**src/rtl/core/twrc_pkg.sv**
```systemverilog
package twrc_pkg;

	localparam int NODE_MAX   = 8;
	localparam int PLAYER_MAX = 8;
	localparam int RING_DEPTH = 16;
	localparam int NODE_W     = $clog2(NODE_MAX);
	localparam int PLAYER_W   = $clog2(PLAYER_MAX);
	localparam int SLOT_W     = $clog2(RING_DEPTH);
	localparam int TIC_W      = 31;
	localparam int XTIC_W     = TIC_W + 2;
	localparam int CNT_NODE_W = 4;
	localparam int CD_W       = 4;
	localparam logic [CD_W-1:0] RELOAD = CD_W'(10);
	localparam int WINDOW     = 64;

	localparam int QDEPTH = 2;
	localparam int QPTR_W = $clog2(QDEPTH);
	localparam int QCNT_W = $clog2(QDEPTH + 1);

	typedef enum logic [2:0] {
		V_SETUP   = 3'd0,
		V_LEFT    = 3'd1,
		V_GONE    = 3'd2,
		V_KILL    = 3'd3,
		V_DUP     = 3'd4,
		V_ORDER   = 3'd5,
		V_MISSED  = 3'd6,
		V_ACCEPT  = 3'd7
	} verdict_t;

	typedef enum logic [1:0] {
		K_SETUP  = 2'd0,
		K_EXIT   = 2'd1,
		K_KILL   = 2'd2,
		K_NORMAL = 2'd3
	} kind_t;

	// classified header, front to back
	typedef struct packed {
		kind_t                     kind;
		logic [NODE_W-1:0]         node;
		logic [PLAYER_W-1:0]       player;
		logic                      retransmit;
		logic signed [XTIC_W-1:0]  rstart;
		logic signed [XTIC_W-1:0]  rend;
		logic [TIC_W-1:0]          retr_tic;
	} item_t;

	typedef struct packed {
		verdict_t          verdict;
		logic [TIC_W-1:0]  expanded_start;
		logic [7:0]        skip_count;
		logic [7:0]        take_count;
		logic [SLOT_W-1:0] first_slot;
		logic [TIC_W-1:0]  resend_from;
		logic              resend_latched;
		logic              resend_needed;
	} result_t;

	// expand a tic low byte to a full tic within +/- WINDOW of the local tic
	function automatic logic signed [XTIC_W-1:0] expand_tic(
		input logic [7:0]       low,
		input logic [TIC_W-1:0] local_t
	);
		logic signed [XTIC_W-1:0] base;
		logic signed [XTIC_W-1:0] lo;
		logic signed [9:0]        delta;
		base  = $signed({2'b00, local_t[TIC_W-1:8], 8'h00});
		lo    = $signed({{(XTIC_W-8){1'b0}}, low});
		delta = $signed({2'b00, low}) - $signed({2'b00, local_t[7:0]});
		if (delta > 10'sd64) begin
			return base + lo - XTIC_W'(256);
		end else if (delta < -10'sd64) begin
			return base + lo + XTIC_W'(256);
		end
		return base + lo;
	endfunction

endpackage

```
**src/rtl/core/twrc_front.sv**
```systemverilog
module twrc_front (
	input  logic                               flag_setup,
	input  logic                               flag_exit,
	input  logic                               flag_kill,
	input  logic                               flag_retransmit,
	input  logic [twrc_pkg::NODE_W-1:0]        node,
	input  logic [twrc_pkg::PLAYER_W-1:0]      player,
	input  logic [7:0]                         start_tic_low,
	input  logic [7:0]                         tic_count,
	input  logic [7:0]                         retransmit_low,
	input  logic [twrc_pkg::TIC_W-1:0]         local_tic,
	output twrc_pkg::item_t                    item
);

	logic signed [twrc_pkg::XTIC_W-1:0] rstart;
	logic signed [twrc_pkg::XTIC_W-1:0] rretr;

	always_comb begin
		rstart = twrc_pkg::expand_tic(start_tic_low, local_tic);
		rretr  = twrc_pkg::expand_tic(retransmit_low, local_tic);

		// setup wins over exit, exit over kill
		if (flag_setup) begin
			item.kind = twrc_pkg::K_SETUP;
		end else if (flag_exit) begin
			item.kind = twrc_pkg::K_EXIT;
		end else if (flag_kill) begin
			item.kind = twrc_pkg::K_KILL;
		end else begin
			item.kind = twrc_pkg::K_NORMAL;
		end

		item.node       = node;
		item.player     = player;
		item.retransmit = flag_retransmit;
		item.rstart     = rstart;
		item.rend       = rstart + $signed({{(twrc_pkg::XTIC_W-8){1'b0}}, tic_count});
		item.retr_tic   = rretr[twrc_pkg::TIC_W-1:0];
	end

endmodule

```
**src/rtl/core/twrc_queue.sv**
```systemverilog
module twrc_queue (
	input  logic            clk,
	input  logic            arst_n,
	input  logic            push,
	input  twrc_pkg::item_t wr_item,
	output logic            full,
	input  logic            pop,
	output twrc_pkg::item_t rd_item,
	output logic            empty
);

	twrc_pkg::item_t                    mem_q [twrc_pkg::QDEPTH];
	logic [twrc_pkg::QPTR_W-1:0]        wr_ptr_q;
	logic [twrc_pkg::QPTR_W-1:0]        rd_ptr_q;
	logic [twrc_pkg::QCNT_W-1:0]        cnt_q;
	logic                               do_push;
	logic                               do_pop;

	assign full    = cnt_q == twrc_pkg::QCNT_W'(twrc_pkg::QDEPTH);
	assign empty   = cnt_q == '0;
	assign do_push = push && !full;
	assign do_pop  = pop && !empty;
	assign rd_item = mem_q[rd_ptr_q];

	always_ff @(posedge clk) begin
		if (do_push) begin
			mem_q[wr_ptr_q] <= wr_item;
		end
	end

	always_ff @(posedge clk or negedge arst_n) begin
		if (!arst_n) begin
			wr_ptr_q <= '0;
			rd_ptr_q <= '0;
			cnt_q    <= '0;
		end else begin
			if (do_push) begin
				wr_ptr_q <= wr_ptr_q + 1'b1;
			end
			if (do_pop) begin
				rd_ptr_q <= rd_ptr_q + 1'b1;
			end
			if (do_push && !do_pop) begin
				cnt_q <= cnt_q + 1'b1;
			end else if (do_pop && !do_push) begin
				cnt_q <= cnt_q - 1'b1;
			end
		end
	end

endmodule

```
**src/rtl/core/twrc_back.sv**
```systemverilog
module twrc_back (
	input  logic                                clk,
	input  logic                                arst_n,
	input  logic [twrc_pkg::CNT_NODE_W-1:0]     node_count,
	input  twrc_pkg::item_t                     item,
	input  logic                                item_valid,
	output logic                                item_take,
	input  logic                                res_pop,
	output logic                                res_empty,
	output twrc_pkg::result_t                   res
);

	localparam int NM = twrc_pkg::NODE_MAX;

	logic [twrc_pkg::TIC_W-1:0]   received_q     [NM];
	logic [NM-1:0]                left_q;
	logic [twrc_pkg::CD_W-1:0]    countdown_q    [NM];
	logic [twrc_pkg::TIC_W-1:0]   target_q       [NM];
	logic [NM-1:0]                request_q;
	logic [twrc_pkg::NODE_W-1:0]  node_of_player_q [twrc_pkg::PLAYER_MAX];

	twrc_pkg::result_t                 res_mem_q [twrc_pkg::QDEPTH];
	logic [twrc_pkg::QPTR_W-1:0]       wr_ptr_q;
	logic [twrc_pkg::QPTR_W-1:0]       rd_ptr_q;
	logic [twrc_pkg::QCNT_W-1:0]       cnt_q;
	logic                              res_full;
	logic                              do_pop;

	twrc_pkg::result_t                 nxt;
	logic                              in_game;
	logic signed [twrc_pkg::XTIC_W-1:0] held;
	logic signed [twrc_pkg::XTIC_W-1:0] skip_w;
	logic signed [twrc_pkg::XTIC_W-1:0] take_w;
	logic [twrc_pkg::CD_W-1:0]         cd;
	logic [twrc_pkg::CD_W-1:0]         cd_nxt;
	logic [twrc_pkg::TIC_W-1:0]        tgt_nxt;
	logic                              req_nxt;
	logic                              set_left;
	logic                              upd_normal;
	logic                              upd_recv;

	assign res_full  = cnt_q == twrc_pkg::QCNT_W'(twrc_pkg::QDEPTH);
	assign res_empty = cnt_q == '0;
	assign item_take = item_valid && !res_full;
	assign do_pop    = res_pop && !res_empty;
	assign res       = res_mem_q[rd_ptr_q];

	always_comb begin
		in_game = ({1'b0, item.node} < node_count) && !left_q[item.node];
		held    = $signed({2'b00, received_q[item.node]});
		skip_w  = held - item.rstart;
		take_w  = item.rend - held;
		cd      = countdown_q[item.node];
		cd_nxt  = cd;
		tgt_nxt = target_q[item.node];
		req_nxt = request_q[item.node];

		set_left   = 1'b0;
		upd_normal = 1'b0;
		upd_recv   = 1'b0;

		nxt.verdict        = twrc_pkg::V_SETUP;
		nxt.expanded_start = item.rstart[twrc_pkg::TIC_W-1:0];
		nxt.skip_count     = '0;
		nxt.take_count     = '0;
		nxt.first_slot     = '0;
		nxt.resend_latched = 1'b0;

		unique case (item.kind)
			twrc_pkg::K_SETUP: begin
				nxt.verdict = twrc_pkg::V_SETUP;
			end
			twrc_pkg::K_EXIT: begin
				set_left    = in_game;
				nxt.verdict = in_game ? twrc_pkg::V_LEFT : twrc_pkg::V_GONE;
			end
			twrc_pkg::K_KILL: begin
				nxt.verdict = twrc_pkg::V_KILL;
			end
			default: begin
				upd_normal = 1'b1;
				if (cd == '0 && item.retransmit) begin
					tgt_nxt            = item.retr_tic;
					cd_nxt             = twrc_pkg::RELOAD;
					nxt.resend_latched = 1'b1;
				end else if (cd != '0) begin
					cd_nxt = cd - 1'b1;
				end
				if (item.rend == held) begin
					nxt.verdict = twrc_pkg::V_DUP;
				end else if (item.rend < held) begin
					nxt.verdict = twrc_pkg::V_ORDER;
				end else if (item.rstart > held) begin
					req_nxt     = 1'b1;
					nxt.verdict = twrc_pkg::V_MISSED;
				end else begin
					req_nxt        = 1'b0;
					upd_recv       = 1'b1;
					nxt.skip_count = skip_w[7:0];
					nxt.take_count = take_w[7:0];
					nxt.first_slot = received_q[item.node][twrc_pkg::SLOT_W-1:0];
					nxt.verdict    = twrc_pkg::V_ACCEPT;
				end
			end
		endcase

		nxt.resend_from   = tgt_nxt;
		nxt.resend_needed = req_nxt;
	end

	always_ff @(posedge clk or negedge arst_n) begin
		if (!arst_n) begin
			left_q    <= '0;
			request_q <= '0;
			for (int i = 0; i < NM; i++) begin
				received_q[i]  <= '0;
				countdown_q[i] <= '0;
				target_q[i]    <= '0;
			end
			for (int i = 0; i < twrc_pkg::PLAYER_MAX; i++) begin
				node_of_player_q[i] <= '0;
			end
		end else if (item_take) begin
			if (set_left) begin
				left_q[item.node] <= 1'b1;
			end
			if (upd_normal) begin
				node_of_player_q[item.player] <= item.node;
				countdown_q[item.node]        <= cd_nxt;
				target_q[item.node]           <= tgt_nxt;
				request_q[item.node]          <= req_nxt;
			end
			if (upd_recv) begin
				received_q[item.node] <= item.rend[twrc_pkg::TIC_W-1:0];
			end
		end
	end

	always_ff @(posedge clk) begin
		if (item_take) begin
			res_mem_q[wr_ptr_q] <= nxt;
		end
	end

	always_ff @(posedge clk or negedge arst_n) begin
		if (!arst_n) begin
			wr_ptr_q <= '0;
			rd_ptr_q <= '0;
			cnt_q    <= '0;
		end else begin
			if (item_take) begin
				wr_ptr_q <= wr_ptr_q + 1'b1;
			end
			if (do_pop) begin
				rd_ptr_q <= rd_ptr_q + 1'b1;
			end
			if (item_take && !do_pop) begin
				cnt_q <= cnt_q + 1'b1;
			end else if (do_pop && !item_take) begin
				cnt_q <= cnt_q - 1'b1;
			end
		end
	end

endmodule

```
**src/rtl/core/tic_window_receive_check.sv**
```systemverilog
// Receive-side tic window check. Each word pushed in is one packet header; each word
// popped out is its verdict with the expanded first tic, the skip/take counts and ring
// slot of an accepted packet, and the sending node's resend state after the packet.
// Low tic bytes are expanded against local_tic within plus or minus 64. Words flow
// through a front stage (flag priority and tic expansion) into a two-word queue, then
// a back stage that reads the node's receive state combinationally, updates it when it
// takes the word and stores the result in a two-word result queue. Sustained rate is one
// word per clock while the result queue is not full and words are waiting; a pushed word
// is registered in the queue and its result in the result queue before it is popped.
// Write node_count through cfg_wr_en/cfg_wr_data only while no words are in flight; it
// resets to 1, and all per-node state resets to zero.
module tic_window_receive_check (
	input  logic                                clk,
	input  logic                                arst_n,
	input  logic                                push,
	output logic                                full,
	input  logic [twrc_pkg::NODE_W-1:0]         node,
	input  logic [twrc_pkg::PLAYER_W-1:0]       player,
	input  logic [7:0]                          start_tic_low,
	input  logic [7:0]                          tic_count,
	input  logic [7:0]                          retransmit_low,
	input  logic                                flag_setup,
	input  logic                                flag_exit,
	input  logic                                flag_kill,
	input  logic                                flag_retransmit,
	input  logic [twrc_pkg::TIC_W-1:0]          local_tic,
	input  logic                                cfg_wr_en,
	input  logic [twrc_pkg::CNT_NODE_W-1:0]     cfg_wr_data,
	output logic                                empty,
	input  logic                                pop,
	output logic [2:0]                          verdict,
	output logic [twrc_pkg::TIC_W-1:0]          expanded_start,
	output logic [7:0]                          skip_count,
	output logic [7:0]                          take_count,
	output logic [twrc_pkg::SLOT_W-1:0]         first_slot,
	output logic [twrc_pkg::TIC_W-1:0]          resend_from,
	output logic                                resend_latched,
	output logic                                resend_needed
);

	logic [twrc_pkg::CNT_NODE_W-1:0] node_count_q;
	twrc_pkg::item_t                 front_item;
	twrc_pkg::item_t                 head_item;
	logic                            head_empty;
	logic                            head_take;
	twrc_pkg::result_t               res;

	// hold the session node count
	always_ff @(posedge clk or negedge arst_n) begin
		if (!arst_n) begin
			node_count_q <= twrc_pkg::CNT_NODE_W'(1);
		end else if (cfg_wr_en) begin
			node_count_q <= cfg_wr_data;
		end
	end

	// classify the header and expand its tic bytes
	twrc_front u_front (
		.flag_setup      (flag_setup),
		.flag_exit       (flag_exit),
		.flag_kill       (flag_kill),
		.flag_retransmit (flag_retransmit),
		.node            (node),
		.player          (player),
		.start_tic_low   (start_tic_low),
		.tic_count       (tic_count),
		.retransmit_low  (retransmit_low),
		.local_tic       (local_tic),
		.item            (front_item)
	);

	// decouple the front from the back
	twrc_queue u_queue (
		.clk     (clk),
		.arst_n  (arst_n),
		.push    (push),
		.wr_item (front_item),
		.full    (full),
		.pop     (head_take),
		.rd_item (head_item),
		.empty   (head_empty)
	);

	// apply the word to the node state and queue its result
	twrc_back u_back (
		.clk        (clk),
		.arst_n     (arst_n),
		.node_count (node_count_q),
		.item       (head_item),
		.item_valid (!head_empty),
		.item_take  (head_take),
		.res_pop    (pop),
		.res_empty  (empty),
		.res        (res)
	);

	assign verdict        = res.verdict;
	assign expanded_start = res.expanded_start;
	assign skip_count     = res.skip_count;
	assign take_count     = res.take_count;
	assign first_slot     = res.first_slot;
	assign resend_from    = res.resend_from;
	assign resend_latched = res.resend_latched;
	assign resend_needed  = res.resend_needed;

`ifndef SYNTHESIS
	// an accepted packet always brings at least one new tic
	a_accept_takes: assert property (@(posedge clk) disable iff (!arst_n)
		(!empty && verdict == twrc_pkg::V_ACCEPT) |-> take_count != 8'd0)
		else $error("accepted packet with zero take count");

	// skip, take and slot are only reported for accepted packets
	a_counts_only_accept: assert property (@(posedge clk) disable iff (!arst_n)
		(!empty && verdict != twrc_pkg::V_ACCEPT) |->
		(skip_count == 8'd0 && take_count == 8'd0 && first_slot == '0))
		else $error("counts reported on a packet that was not accepted");

	// a retransmit request is only latched on an ordinary data packet
	a_latch_on_data: assert property (@(posedge clk) disable iff (!arst_n)
		(!empty && resend_latched) |->
		(verdict == twrc_pkg::V_DUP || verdict == twrc_pkg::V_ORDER ||
		 verdict == twrc_pkg::V_MISSED || verdict == twrc_pkg::V_ACCEPT))
		else $error("retransmit latched on setup, exit or kill packet");

	// a missed packet leaves the resend flag raised, an accepted one clears it
	a_resend_flag: assert property (@(posedge clk) disable iff (!arst_n)
		(!empty && (verdict == twrc_pkg::V_MISSED || verdict == twrc_pkg::V_ACCEPT)) |->
		resend_needed == (verdict == twrc_pkg::V_MISSED))
		else $error("resend flag inconsistent with verdict");
`endif

endmodule
```
**config.mk**
```make
export PLATFORM = sky130hd
export DESIGN_NAME = tic_window_receive_check
export DESIGN_NICKNAME = d
export VERILOG_FILES = /design/src/rtl/core/twrc_pkg.sv /design/src/rtl/core/twrc_front.sv /design/src/rtl/core/twrc_queue.sv /design/src/rtl/core/twrc_back.sv /design/src/rtl/core/tic_window_receive_check.sv
export SDC_FILE = /design/constraint.sdc
export NUM_CORES = 2
export LEC_CHECK = 0
export BUFFER_PORTS_ARGS = -buffer_cell sky130_fd_sc_hd__buf_2
export CAP_MARGIN = 30
export CORE_MARGIN = 2
export CORE_UTILIZATION = 50
export CTS_CLUSTER_SIZE = 8
export DETAILED_ROUTE_END_ITERATION = 8
export PLACE_DENSITY = 0.68
export REMOVE_ABC_BUFFERS = 1
export SLEW_MARGIN = 20
export SYNTH_ARGS = -nofsm -noshare
export SYNTH_HDL_FRONTEND = slang
export SYNTH_HIERARCHICAL = 1
export SYNTH_SLANG_ARGS = --single-unit
```
**constraint.sdc**
```tcl
create_clock -name clk -period 17.8 [get_ports clk]
set_input_delay 0 -clock clk [delete_from_list [all_inputs] [get_ports clk]]
set_output_delay 0 -clock clk [all_outputs]
set_load 0.02 [all_outputs]
```
### Yosys cells after proc, flatten, opt, wreduce, memory -nomap -nowiden

Memories as Yosys holds them, arrays and structs flattened.
Index checks and enable logic that the tools add are counted.

| word-level totals | value |
|---|---|
| bits in latches | 0 |
| register bits after elaboration | 556 |
| word-level logic and storage cells | 175 |
| output and inout bits | 89 |
| memories | 2 |
| memory bits (writable) | 386 |
| memory bits (read-only) | 0 |

| cells by class | value |
|---|---|
| bitwise logic cells | 3 |
| order comparisons | 11 |
| multiplexer cells | 69 |
| shift-type cells | 0 |
| multiply operators | 0 |
| $add $sub $neg | 20 |
| eq/ne operators | 5 |
| div/mod/pow operators | 0 |
| reductions and logical operators | 32 |

Memories:

| memory | words | bits a word | read ports | clocked after Yosys merged registers in | write ports | RTL line | text |
|---|---|---|---|---|---|---|---|
| u_queue.mem_q | 2 | 106 | 1 | 0 | 1 | twrc_queue.sv:12 | `twrc_pkg::item_t mem_q [twrc_pkg::QDEPTH];` |
| u_back.res_mem_q | 2 | 87 | 1 | 0 | 1 | twrc_back.sv:22 | `twrc_pkg::result_t res_mem_q [twrc_pkg::QDEPTH];` |

Operators by type and width:

| cell | count |
|---|---|
| $bwmux W248 | 2 |
| $mux W31 | 10 |
| $bmux W31 S3 | 2 |
| $mux W33 | 3 |
| $demux W31 S3 | 1 |
| $mux W20 | 4 |
| $add A33 B10 Y33 const B | 1 |
| $add A33 B9 Y33 | 1 |
| $eq A33 B32 Y1 | 1 |
| $gt A33 B32 Y1 | 1 |
| $lt A33 B32 Y1 | 1 |
| $sub A33 B10 Y33 const B | 1 |
| $add A31 B8 Y32 | 1 |
| $bwmux W32 | 1 |
| $add A31 B8 Y31 | 1 |
| $add A31 B9 Y31 const B | 1 |
| $sub A31 B9 Y31 const B | 1 |
| $mux W1 | 24 |
| $mux W4 | 6 |
| $gt A10 B8 Y1 const B | 2 |
| $lt A10 B7 Y1 const B | 2 |
| $sub A8 B8 Y9 | 2 |
| $sub A8 B8 Y8 | 2 |
| $mux W2 | 7 |
| other kinds (29) | 62 |

### Depth between registers and ports, before layout

An unclocked memory read counts as a cell.

| logic depth | value |
|---|---|
| word-level depth | 11 |
| gate-level depth with buffers | 24 |
| depth with buffers taken out | 23 |

### Hierarchy

The synthesis kept the hierarchy.

Modules (own cells, without submodules):

| module | instances | area each (um^2) | cells each |
|---|---|---|---|
| twrc_back | 1 | 32319.7 | 2246 |
| twrc_queue | 1 | 7960.1 | 349 |
| twrc_front | 1 | 4167.7 | 541 |
| tic_window_receive_check | 1 | 150.1 | 9 |

### Worst setup path after synthesis

No wires, ideal clock.

| path | value |
|---|---|
| kind | register to register |
| from | register u_queue/cnt_q[0] in the netlist's numbering |
| to | memory u_queue/mem_q[0][0] in the netlist's numbering, enable pin |
| arrival | 5055 ps |
| path buffers | 0 |
| slack | 12174 ps |
| clock period less this slack | 5626 ps |
| library setup time | 572 ps |
| stages on the path, launching flop included | 4 |
| path through | dfrtp_1 nand2b_1 nand2_1 nor2_1 |

| between the ends | value |
|---|---|
| longest elaborated chain between the ends | 5 |

Ends and longest elaborated chain:

| item | RTL line | text |
|---|---|---|
| start, declared | twrc_queue.sv:15 | `logic [twrc_pkg::QCNT_W-1:0] cnt_q;` |
| start signal, assigned | twrc_queue.sv:44 | `cnt_q <= cnt_q + 1'b1;` |
| start signal, assigned | twrc_queue.sv:46 | `cnt_q <= cnt_q - 1'b1;` |
| $eq A2 B2 Y1 | twrc_queue.sv:19 | `assign full = cnt_q == twrc_pkg::QCNT_W'(twrc_pkg::QDEPTH);` |
| $logic_not A1 Y1 | twrc_queue.sv:21 | `assign do_push = push && !full;` |
| $logic_and A1 B1 Y1 | twrc_queue.sv:21 |  |
| $mux W1 | twrc_queue.sv:26 | `if (do_push) begin` |
| $mux W1 (not written as such) | twrc_queue.sv:27 | `mem_q[wr_ptr_q] <= wr_item;` |
| end, declared | twrc_queue.sv:12 |  |

Every way passes these cells.

==> reports/results.tsv <==
stage	metric	value	unit
sta	crit path time final	7.527	ns
clocking	CTS Buf Count	135	
grt	initial antenna violation count	14	
floorplanning	die width	301.9	um
clocking	CTS root buf	clkbuf_16	
setup_path	CP Data Required Time	18.39	ns
grt	total gr overflow	0	
grt	global-route wire length before repair	178100	um
setup_path	most frequent CP cell	buf_4	
sta	Slew headroom	0.2872	
synth	Synth Area per Inst	14.16	um^2
sta	Hold WS	0.04862	ns
clocking	Clock transition at path regs	0.05	ns
worst_hold_path	hold path cells	2	
job	max-cap viol count	0	
place	global placer's final weighted congestion	0.8947	
sta	final hold vios	0	
detailed_routing	vias after detailed routing	28180	
clocking	CTS tree	built	
clocking	worst-skew pair later-pin latency	0.73	ns
cells_and_area	layout cells sized above 1	0.3394	
cells_and_area	Layout Utilization	0.5777	
floorplanning	Core Region	88100	um^2
sta	total negative setup slack	0	ns
synth	Synth Warn #	6	
outcome	status	finished, final reports clean	
grt	vias in the first global route	29280	
detailed_routing	DR WL/cell	25.13	um
power	P_leak	0.02179	uW
synth	cell area after synthesis	44360	um^2
sta	Final setup viols	0	
setup_path	critical path class	flop to flop	
clocking	clk buf depth	3	
sta	RSZ-0062 raised after global routing	false	
detailed_routing	final wirelength	116500	um
grt	largest net degree at the start of global routing	80	
power	Peak VDD IR	0.0002613	V
setup_path	worst-path maximum fanout	44	
setup_path	CP max stage cell	dfrtp_4	
setup_path	crit path launch type	flop	
floorplanning	row count	109	
setup_path	crit-path cells	mux2_2, nor2b_1, and2_2, buf_12, buf_4, a22oi_1, and4_1, ha_1, nor4_1, o21ai_0, a211oi_1, o22ai_1, o21bai_2, buf_6, nor4_4, buf_4, mux2_1	
floorplanning	die area	91120	um^2
setup_path	depth of the worst register-to-register path	17	
clocking	setup bufs post-CTS	0	
cells_and_area	Layout Nets	3573	
sta	fin. max-slew vios	0	
detailed_routing	# DRC	0	
detailed_routing	length of the first detailed-routing pass in iterations	5	
sta	slew at the pin closest to its max-slew limit	1.069	ns
setup_path	CP peak stage delay	0.97	ns
sta	fmax	132.9	MHz
clocking	clk sink count	936	
setup_path	Worst setup EP type	flop	
cells_and_area	most common cell after layout, fill and taps aside	mux2_2	
cells_and_area	most frequent cells in the layout	666 x mux2_2, 553 x dfrtp_1, 380 x edfxtp_1, 211 x a22oi_1, 159 x buf_2	
grt	All-Layer GR Usage	0.2575	
detailed_routing	number of antenna-violating nets in the routed design	0	
place	number of port buffers	159	
clocking	H-tree levels	4	
power	pwr/cell area	179.6	nW/um^2
floorplanning	Die Span Y	301.9	um
setup_path	CP arrival	8.12	ns
floorplanning	I/O pins	163	
detailed_routing	Via density	6.077	
sta	Tcrit/Tclk final	0.4229	
cells_and_area	synth-to-layout area growth	14.74	%
synth	Synth Instances	3133	
floorplanning	Initial Utilization	0.5035	
detailed_routing	initial drt markers	2694	
place	Detail Placement HPWL	69780	um
sta	skew final	0.02519	ns
cells_and_area	Fill cells	6791	
worst_hold_path	Worst Hold Class	input pin to flop	
-- area by class of cell --
| cell class | count | area (um^2) | area share |
|---|---|---|---|
| Multi-Input combinational cell | 1942 | 17820 | 0.3501 |
| Sequential cell | 936 | 25330 | 0.4977 |
| Clock buffer | 225 | 3864 | 0.07591 |
| Timing Repair Buffer | 292 | 2069 | 0.04066 |
| Inverter | 65 | 244.0 | 0.004793 |
| Clock inverter | 8 | 100.1 | 0.001967 |
| Antenna cell | 4 | 10.01 | 0.0001967 |
| Tap cell | 1165 | 1458 | 0.02864 |
-- flip-flops by register name, indices dropped and copies added, names as in the netlist --
register and count:
u_back/wr_ptr_q 1, u_back/cnt_q 2, u_back/left_q 8, u_back/received_q 248
u_queue/wr_ptr_q 1, node_count_q 4, u_queue/mem_q 206, u_back/res_mem_q 174
u_back/rd_ptr_q 1, u_back/target_q 248, u_back/request_q 8, u_queue/rd_ptr_q 1
u_queue/cnt_q 2, u_back/countdown_q 32
-- repair_timing --
| item | in CTS | in global routing |
|---|---|---|
| hold endpoints to repair | 338 | 0 |
| hold buffers | 73 | 0 |
| gates resized for setup | 0 | 0 |
-- where the power goes --
part	total [uW]	internal, uW	switching [uW]
logic	3190	1280	1910
registers	3570	3200	373
clock network	2380	1470	911
-- layer usage --
metal  GRT usage  wire length (um)  up-vias
met5           0               117        -
met1      0.3534             50210    14450
met4     0.09029              3341       18
li1            -                 -    12380
met2      0.4090             54500     1080
met3     0.05272              8362      250
-- per-stage QoR --
step | area [um^2] | instances | power [uW] | setup WS (ns)
after floorplan | 43290 | 2943 | 5685 | 5.636
after global placement | 46050 | 4318 | 6562 | 9.781
after detailed placement | 46120 | 4323 | 6736 | 10.23
after CTS | 50830 | 4629 | 9171 | 10.20
after global routing | 50900 | 4636 | 9622 | 10.05
final | 50900 | 4637 | 9140 | 10.27
-- path summary, 6_finish.rpt --
check | from | endpoint | slack, ns
max reg2reg | u_queue/rd_ptr_q$_DFFE_PN0P_ | u_back/received_q[97]$_DFFE_PN0P_ | 10.27
min in group asynchronous | arst_n | u_back/received_q[8]$_DFFE_PN0P_ | 0.35
max | u_queue/rd_ptr_q$_DFFE_PN0P_ | u_back/received_q[97]$_DFFE_PN0P_ | 10.27
min reg2reg | u_back/countdown_q[17]$_DFFE_PN0P_ | u_back/countdown_q[17]$_DFFE_PN0P_ | 0.48
min | flag_retransmit | u_queue/mem_q[1][97]$_DFFE_PP_ | 0.05
max in group asynchronous | arst_n | u_back/target_q[40]$_DFFE_PN0P_ | 14.06
-- critical path, delay by kind of cell (launching register included) --
kind | cells | cell delay (ns)
simple gates | 5 | 1.82
compound gates | 5 | 1.72
buf+inv | 4 | 1.44
mux | 2 | 1.12
flops | 1 | 0.97
fa+ha+maj | 1 | 0.23
Note: power is estimated with default switching activity, not from simulation.
